## config.mk

```make
export PLATFORM = sky130hd
export DESIGN_NAME = gbi_slot_map
export DESIGN_NICKNAME = d
export VERILOG_FILES = /design/src/gbi_pkg.sv /design/src/gbi_slot_map.sv
export SDC_FILE = /design/constraint.sdc
export NUM_CORES = 1
export LEC_CHECK = 0
export ABC_CLOCK_PERIOD_IN_PS = 5470
export BUFFER_PORTS_ARGS = -buffer_cell sky130_fd_sc_hd__buf_2
export CAP_MARGIN = 25
export CELL_PAD_IN_SITES_DETAIL_PLACEMENT = 1
export CELL_PAD_IN_SITES_GLOBAL_PLACEMENT = 2
export CORE_ASPECT_RATIO = 1.4
export CORE_MARGIN = 3
export CORE_UTILIZATION = 38
export DETAILED_ROUTE_END_ITERATION = 12
export PLACE_DENSITY = 0.81
export SYNTH_ARGS = -nofsm -noshare
export SYNTH_HDL_FRONTEND = slang
export SYNTH_SLANG_ARGS = --single-unit
```

## constraint.sdc

```tcl
create_clock -name clk -period 5.47 [get_ports clk]
set_input_delay 0.547 -clock clk [delete_from_list [all_inputs] [get_ports clk]]
set_output_delay 0.547 -clock clk [all_outputs]
set_load 0.05 [all_outputs]
```

## src/gbi_pkg.sv

```systemverilog
package gbi_pkg;

    localparam int DEF_POSITION_BITS       = 24;
    localparam int DEF_ANGLE_FRACTION_BITS = 16;
    localparam int DEF_MAX_BEAMS_PER_AXIS  = 16;

    localparam int CORDIC_STEPS = 24;
    localparam int TABLE_BITS   = 24;
    localparam int GUARD_BITS   = 8;
    localparam int KINV_BITS    = 20;
    localparam int KINV_Q20     = 636751;

    localparam int COUNT_BITS     = 5;
    localparam int SLOT_BITS      = 4;
    localparam int BEAM_BITS      = 8;
    localparam int CFG_INDEX_BITS = 3;

    localparam logic [CFG_INDEX_BITS-1:0] CFG_BASE_X           = 3'd0;
    localparam logic [CFG_INDEX_BITS-1:0] CFG_BASE_Y           = 3'd1;
    localparam logic [CFG_INDEX_BITS-1:0] CFG_BASE_Z           = 3'd2;
    localparam logic [CFG_INDEX_BITS-1:0] CFG_BEAMS_HORIZONTAL = 3'd3;
    localparam logic [CFG_INDEX_BITS-1:0] CFG_BEAMS_VERTICAL   = 3'd4;

    localparam int BASE_Z_RESET = 6400;
    localparam int BEAMS_RESET  = 8;

    // atan(2^-i)/pi in Q.24
    localparam int ATAN_Q24 [CORDIC_STEPS] = '{
        4194304, 2476042, 1308273, 664100, 333339, 166832, 83436, 41721,
        20861, 10430, 5215, 2608, 1304, 652, 326, 163,
        81, 41, 20, 10, 5, 3, 1, 1
    };

    typedef struct packed {
        logic valid;
        logic zero;
    } gbi_ctrl_t;

    function automatic int step_angle(input int i, input int frac_bits);
        int sh;
        int t;
        sh = TABLE_BITS - frac_bits;
        t  = ATAN_Q24[i];
        if (sh == 0)
        begin
            return t;
        end
        return (t + (1 << (sh - 1))) >> sh;
    endfunction

endpackage

```

## src/gbi_slot_map.sv

```systemverilog
module gbi_slot_map #(
    parameter int A   = 19,
    parameter int F   = 16,
    parameter int MAX = 16
) (
    input  logic                                  clk,
    input  logic                                  rst_n,
    input  logic                                  in_valid,
    input  logic signed [A-1:0]                   azimuth,
    input  logic signed [A-1:0]                   elevation,
    input  logic [gbi_pkg::COUNT_BITS-1:0]        beams_h,
    input  logic [gbi_pkg::COUNT_BITS-1:0]        beams_v,
    output logic                                  out_valid,
    output logic [gbi_pkg::BEAM_BITS-1:0]         beam_number,
    output logic [gbi_pkg::SLOT_BITS-1:0]         azimuth_slot,
    output logic [gbi_pkg::SLOT_BITS-1:0]         elevation_slot
);
    import gbi_pkg::*;

    localparam int NBW = $clog2(MAX + 1);
    localparam int SW  = 2 * NBW + 1;

    localparam logic signed [A:0] AZ_OFFSET = (A+1)'(1) << (F - 1);
    localparam logic signed [A:0] AZ_FULL   = (A+1)'(1) << F;
    localparam logic signed [A:0] EL_OFFSET = (A+1)'(1) << (F - 2);
    localparam logic signed [A:0] EL_FULL   = (A+1)'(1) << (F - 1);

    function automatic logic [NBW-1:0] clamp_count(input logic [COUNT_BITS-1:0] c);
        if (c == '0)
        begin
            return NBW'(1);
        end
        if (int'(c) > MAX)
        begin
            return NBW'(MAX);
        end
        return NBW'(c);
    endfunction

    logic signed [A:0] az_sum, el_sum;
    logic [NBW-1:0]    nh, nv;

    logic              s1_valid_reg;
    logic [F:0]        an_reg, an_next;
    logic [F-1:0]      en_reg, en_next;
    logic [NBW-1:0]    nhm1_reg, nvm1_reg, nv1_reg;

    logic              s2_valid_reg;
    logic [F+NBW:0]    hprod;
    logic [F+NBW-1:0]  vprod;
    logic [NBW-1:0]    h_reg, v_reg, nv2_reg;

    logic [SW-1:0]     beam_sum;
    logic              s3_valid_reg;
    logic [BEAM_BITS-1:0] beam_reg;
    logic [SLOT_BITS-1:0] az_slot_reg, el_slot_reg;

    assign az_sum = {azimuth[A-1], azimuth} + AZ_OFFSET;
    assign el_sum = {elevation[A-1], elevation} + EL_OFFSET;
    assign nh     = clamp_count(beams_h);
    assign nv     = clamp_count(beams_v);

    always_comb
    begin
        if (az_sum[A])
        begin
            an_next = '0;
        end
        else if (az_sum > AZ_FULL)
        begin
            an_next = AZ_FULL[F:0];
        end
        else
        begin
            an_next = az_sum[F:0];
        end

        if (el_sum[A])
        begin
            en_next = '0;
        end
        else if (el_sum > EL_FULL)
        begin
            en_next = EL_FULL[F-1:0];
        end
        else
        begin
            en_next = el_sum[F-1:0];
        end
    end

    assign hprod    = (F+NBW+1)'(an_reg) * (F+NBW+1)'(nhm1_reg);
    assign vprod    = (F+NBW)'(en_reg) * (F+NBW)'(nvm1_reg);
    assign beam_sum = SW'(h_reg) * SW'(nv2_reg) + SW'(v_reg);

    always_ff @(posedge clk or negedge rst_n)
    begin
        if (!rst_n)
        begin
            s1_valid_reg <= 1'b0;
            s2_valid_reg <= 1'b0;
            s3_valid_reg <= 1'b0;
        end
        else
        begin
            s1_valid_reg <= in_valid;
            s2_valid_reg <= s1_valid_reg;
            s3_valid_reg <= s2_valid_reg;
        end
    end

    always_ff @(posedge clk)
    begin
        an_reg      <= an_next;
        en_reg      <= en_next;
        nhm1_reg    <= nh - NBW'(1);
        nvm1_reg    <= nv - NBW'(1);
        nv1_reg     <= nv;

        h_reg       <= hprod[F +: NBW];
        v_reg       <= vprod[F-1 +: NBW];
        nv2_reg     <= nv1_reg;

        beam_reg    <= BEAM_BITS'(beam_sum);
        az_slot_reg <= SLOT_BITS'(h_reg);
        el_slot_reg <= SLOT_BITS'(v_reg);
    end

    assign out_valid      = s3_valid_reg;
    assign beam_number    = beam_reg;
    assign azimuth_slot   = az_slot_reg;
    assign elevation_slot = el_slot_reg;

endmodule

```

* After elaboration in Yosys (flattened, before gate mapping) *
Cells that the tools add are included.

word-level totals
  word-level logic and storage cells = 48
  output and inout bits = 17
  input bits = 51
  register bits = 82

operators by class
  mux-type cells = 16
  $add $sub $neg = 5
  reduce and logical (&&, ||, !) cells = 4
  $mul = 3
  order comparisons = 4

operators with widths
  operator                count
  $mux 5                  8
  $mul 17x5->21           1
  $add 19x16->20 const B  1
  $add 19x17->20 const B  1
  $gt 20x17->1 const B    1
  $gt 20x18->1 const B    1
  $mul 16x5->20           1
  $mux 17                 1
  $mux 16                 1
  $gt 5x5->1 const B      2
  $logic_not 5->1         2
  $sub 5x1->5 const B     2
  $add 8x5->8             1
  $mul 5x5->8             1
  $mux 1                  6
  $reduce_or 2->1         2

* Logic depth before layout (Yosys ltp) *
  word-level depth = 6
  mapped depth = 15
  mapped depth without buffers = 14

* Worst setup path after synthesis *
No wires, ideal clock.

  path kind = register to register
  start point = register nvm1_reg[3]
  end point = register v_reg[2]
  data required time = 5.348 ns
  stages on the path, launching flop included = 15
  path slack = 1.610 ns
  clock period less this slack = 3.860 ns
  setup time = 0.122 ns
  arrival = 3.738 ns
  cells stage by stage = dfxtp_1 clkbuf_1 and2_1 fa_1 fa_1 inv_1 fa_1 inv_1 ha_1 a21oi_1 a211o_2 a2bb2oi_2 a21boi_2 nor2_2 a311o_1

on the way
  cells in the longest elaborated chain, start to end = 1

ends and longest elaborated chain
  item                      RTL line             text
  start: declaration        gbi_slot_map.sv:46   logic [NBW-1:0] nhm1_reg, nvm1_reg, nv1_reg;
  start signal: assignment  gbi_slot_map.sv:117  nvm1_reg <= nv - NBW'(1);
  $mul 16x5->20             gbi_slot_map.sv:93   assign vprod = (F+NBW)'(en_reg) * (F+NBW)'(nvm1_reg);
  net vprod[17]             gbi_slot_map.sv:50   logic [F+NBW-1:0] vprod;
  end signal: assignment    gbi_slot_map.sv:121  v_reg <= vprod[F-1 +: NBW];
  end: declaration          gbi_slot_map.sv:51   logic [NBW-1:0] h_reg, v_reg, nv2_reg;

The timed path passes the listed nets, and every way through them passes these cells.
A chain may end at the register's enable or synchronous reset.

* Worst setup path in the final report *
Same ends and word-level chain as after synthesis.

==> metrics <==
Ports roughly 70; placer congestion estimate about 0.78; pin count of the biggest net entering global routing 18; WHS 0.3083 ns; Hold Fails Final Rpt 0; Max Clk Rate 235.3 MHz; vias in the first global route 5861; Worst setup SP type flop; min-delay worst type input pin to flop; Clk Latency, worst-skew pair 0.34 ns; Worst path most repeated cell fa_1; RSZ-0062 raised after global routing false; EDFF count, synth 0; combinational family with the most area after synthesis adder cells; number of flip-flops in the largest register 17; outcome finished, final reports clean; die height 169.7 um; CTS Buffer Depth 2; routed wire length 15.47 mm; Syn Nets 1013; # setup viols final 0; Setup Skew 0.004146 ns; Synth Area per Inst 9.144 sq um; sequential share of the synthesized area 0.2279; initial antenna violation count 0; critical path's largest stage delay 0.63 ns; Vias/cell 4.727; Compound-Gate Fraction of Synth Area 0.06162; ys flop type dfxtp_1; Core Rows 59; mux cell area share after synthesis 0; CP delay by family, top adder cells; critical path class flop to flop; Crit path arrival time between 4 and 5 ns; # diodes 0; post-route clock period utilization 0.7768; global-route wire length before repair 27.23 mm; die area 0.02085 sq mm; Worst EP required 5.70 ns; DRC 0; Worst Setup End Kind flop; fillers 2186; Cells after Synth 795; worst path cell trace and2_1 > fa_1 > fa_1 > inv_1 > fa_1 > inv_1 > ha_1 > nand4_1 > nor4_1 > a2bb2oi_2 > a21boi_2 > nor2_2 > a311o_1; Yosys reg bits a little over 80; CP Max Fanout 16; Tightest Pin Transition 0.7601 ns; Slew headroom 0.4933; setup_tns 0 ns; Post-DP Area 0.007860 sq mm; share of cells above drive strength 1 0.1051; drt first-iter violations between 100 and 150; Final #Nets 1079; Pre-Repair DR Iteration Count 4; Layout area overhead 12.25%; gr usage total 0.1643; Initial Utilization 0.3892; Core ar. between 0.015 and 0.02 sq mm; Final ANT Viol Nets 0; H-tree Lvls 3; final design instance area without fill 0.008160 sq mm; Overflow after GRT 0; Worst path slowest cell dfxtp_1; synthesized area ~0.0073 sq mm; post-synthesis simple-gate area fraction 0.2093; Slew Viols, Final 0; post-synthesis xor/xnor area fraction 0.02771; Die Width 122.9 um; CTS clk-pin slew, worst paths 0.06 ns; PwrDens 217.7 mW/mm^2; Leak 4.223 nW; DP HPWL 13.21 mm; Root Driver clkbuf_16; MaxCap Viol Count 0; CTS Buf Count 9; CTS sink cnt about 80; per-cell routed wire length 13.94 um; Final min period roughly 4.2 ns; via count 5247; Port Buffers 67; worst vdd ir about 0.00014 V; Buf+Inv Stages, Crit Path 2; synth unique cells between 40 and 50; Ys Warns 0; TritonCTS clock tree done; Synth Area in Adders 0.3866; asr flop ratio synth 0.03659
==> layout by cell type (no fill, tap or decap), drive strengths merged, types with 3 or more instances in the layout <==
master / netlist / final
nor4: 6 / 6
ha: 71 / 71
buf: 0 / 67
clkbuf: 13 / 11
dfxtp: 79 / 79
a211oi: 4 / 4
dfrtp: 3 / 3
a21o: 6 / 6
a21oi: 22 / 22
xor2: 3 / 3
nor2b: 3 / 3
nor2: 19 / 19
xnor2: 20 / 20
nor3: 9 / 9
inv: 155 / 156
nand3: 9 / 9
o21ai: 10 / 10
nand4: 6 / 6
fa: 96 / 96
and2: 139 / 139
nand2: 94 / 94
==> through the flow <==
stage	utilization	worst slack [ns]	total power, mW	std cells
after floorplan	-	1.610	1.074	795
final	0.4369	1.221	1.777	1110
after detailed placement	0.4208	1.212	1.213	1093
after global routing	0.4369	0.9049	1.912	1110
after CTS	0.4369	1.173	1.814	1110
after global placement	0.4208	1.345	1.203	1093
==> repair_timing <==
item | 4_1_cts | 5_1_grt
endpoints found under the hold margin | 3 | 0
buffers inserted | 0 | 0
hold buffers | 1 | 0
gates resized for setup | 0 | 0
==> routing by layer <==
layer,vias to the layer above,track usage,share of wire
met3,11,0.02668,0.027
met4,0,0.03655,0.010
met1,2607,0.1817,0.40
met2,51,0.3216,0.57
li1,2578,-,-
met5,-,0,0
==> worst register-to-register path: stages, from the launching register on <==
cell	delay [ns]
dfxtp_1	0.63
and2_1	0.23
fa_1	0.46
fa_1	0.55
inv_1	0.05
fa_1	0.52
inv_1	0.05
ha_1	0.31
nand4_1	0.16
nor4_1	0.40
a2bb2oi_2	0.15
a21boi_2	0.22
nor2_2	0.07
a311o_1	0.34
==> kinds of logic (layout without fill, tap and decap cells) <==
family,Yosys count,in the layout
DFF,82,82
buffers and inverters,168,239
xor gates and xnor gates,23,23
adders and majority gates,167,167
and+or+nand+nor,290,290
AOI/OAI and AO/OA,65,65
==> synthesized netlist by cell type (all sizes together) (2+ instances only) <==
cell | instances | area [sq um]
a211oi | 4 | 30.03
a21o | 6 | 45.04
a21oi | 22 | 110.1
a31oi | 2 | 12.51
a41oi | 2 | 17.52
and2 | 139 | 869.6
and3 | 2 | 12.51
clkbuf | 13 | 50.04
dfrtp | 3 | 75.07
dfxtp | 79 | 1582
fa | 96 | 1922
ha | 71 | 888.4
inv | 155 | 581.8
nand2 | 94 | 352.8
nand3 | 9 | 45.04
nand4 | 6 | 37.54
nor2 | 19 | 73.82
nor2b | 3 | 18.77
nor3 | 9 | 50.05
nor4 | 6 | 37.54
nor4b | 2 | 17.52
o211ai | 2 | 15.01
o21a | 2 | 15.01
o21ai | 10 | 50.04
o21bai | 2 | 15.01
o31ai | 2 | 15.01
xnor2 | 20 | 175.2
xor2 | 3 | 26.28
==> path summary, 6_finish.rpt <==
path / from / end / slack, ns / cells past startpoint
max: nvm1_reg[3]$_DFF_P_ / v_reg[2]$_DFF_P_ / 1.22 / 13
max reg2reg: nvm1_reg[3]$_DFF_P_ / v_reg[2]$_DFF_P_ / 1.22 / 13
max in group asynchronous: rst_n / out_valid$_DFF_PN0_ / 4.84 / 2
min: in_valid / s1_valid_reg$_DFF_PN0_ / 0.31 / 1
min in group asynchronous: rst_n / s2_valid_reg$_DFF_PN0_ / 0.53 / 2
min reg2reg: nv1_reg[2]$_DFF_P_ / nv2_reg[2]$_DFF_P_ / 0.33 / 0
==> report_power, final <==
group,internal (mW),switching [mW]
Combinational,0.163,0.300
Sequential,0.664,0.0638
Clock,0.334,0.252
Total,1.16,0.616
==> cell type report <==
type | instances | area, sq um | share of cell area
Multi-Input combinational cell | 545 | 4981 | 0.6104
Sequential cell | 82 | 1657 | 0.2030
Inverter | 155 | 581.8 | 0.07130
Timing Repair Buffer | 68 | 345.3 | 0.04232
Tap cell | 244 | 305.3 | 0.03741
Clock buffer | 11 | 252.7 | 0.03097
Clock inverter | 5 | 37.54 | 0.004600
Note: power is estimated with default switching activity, not from simulation.
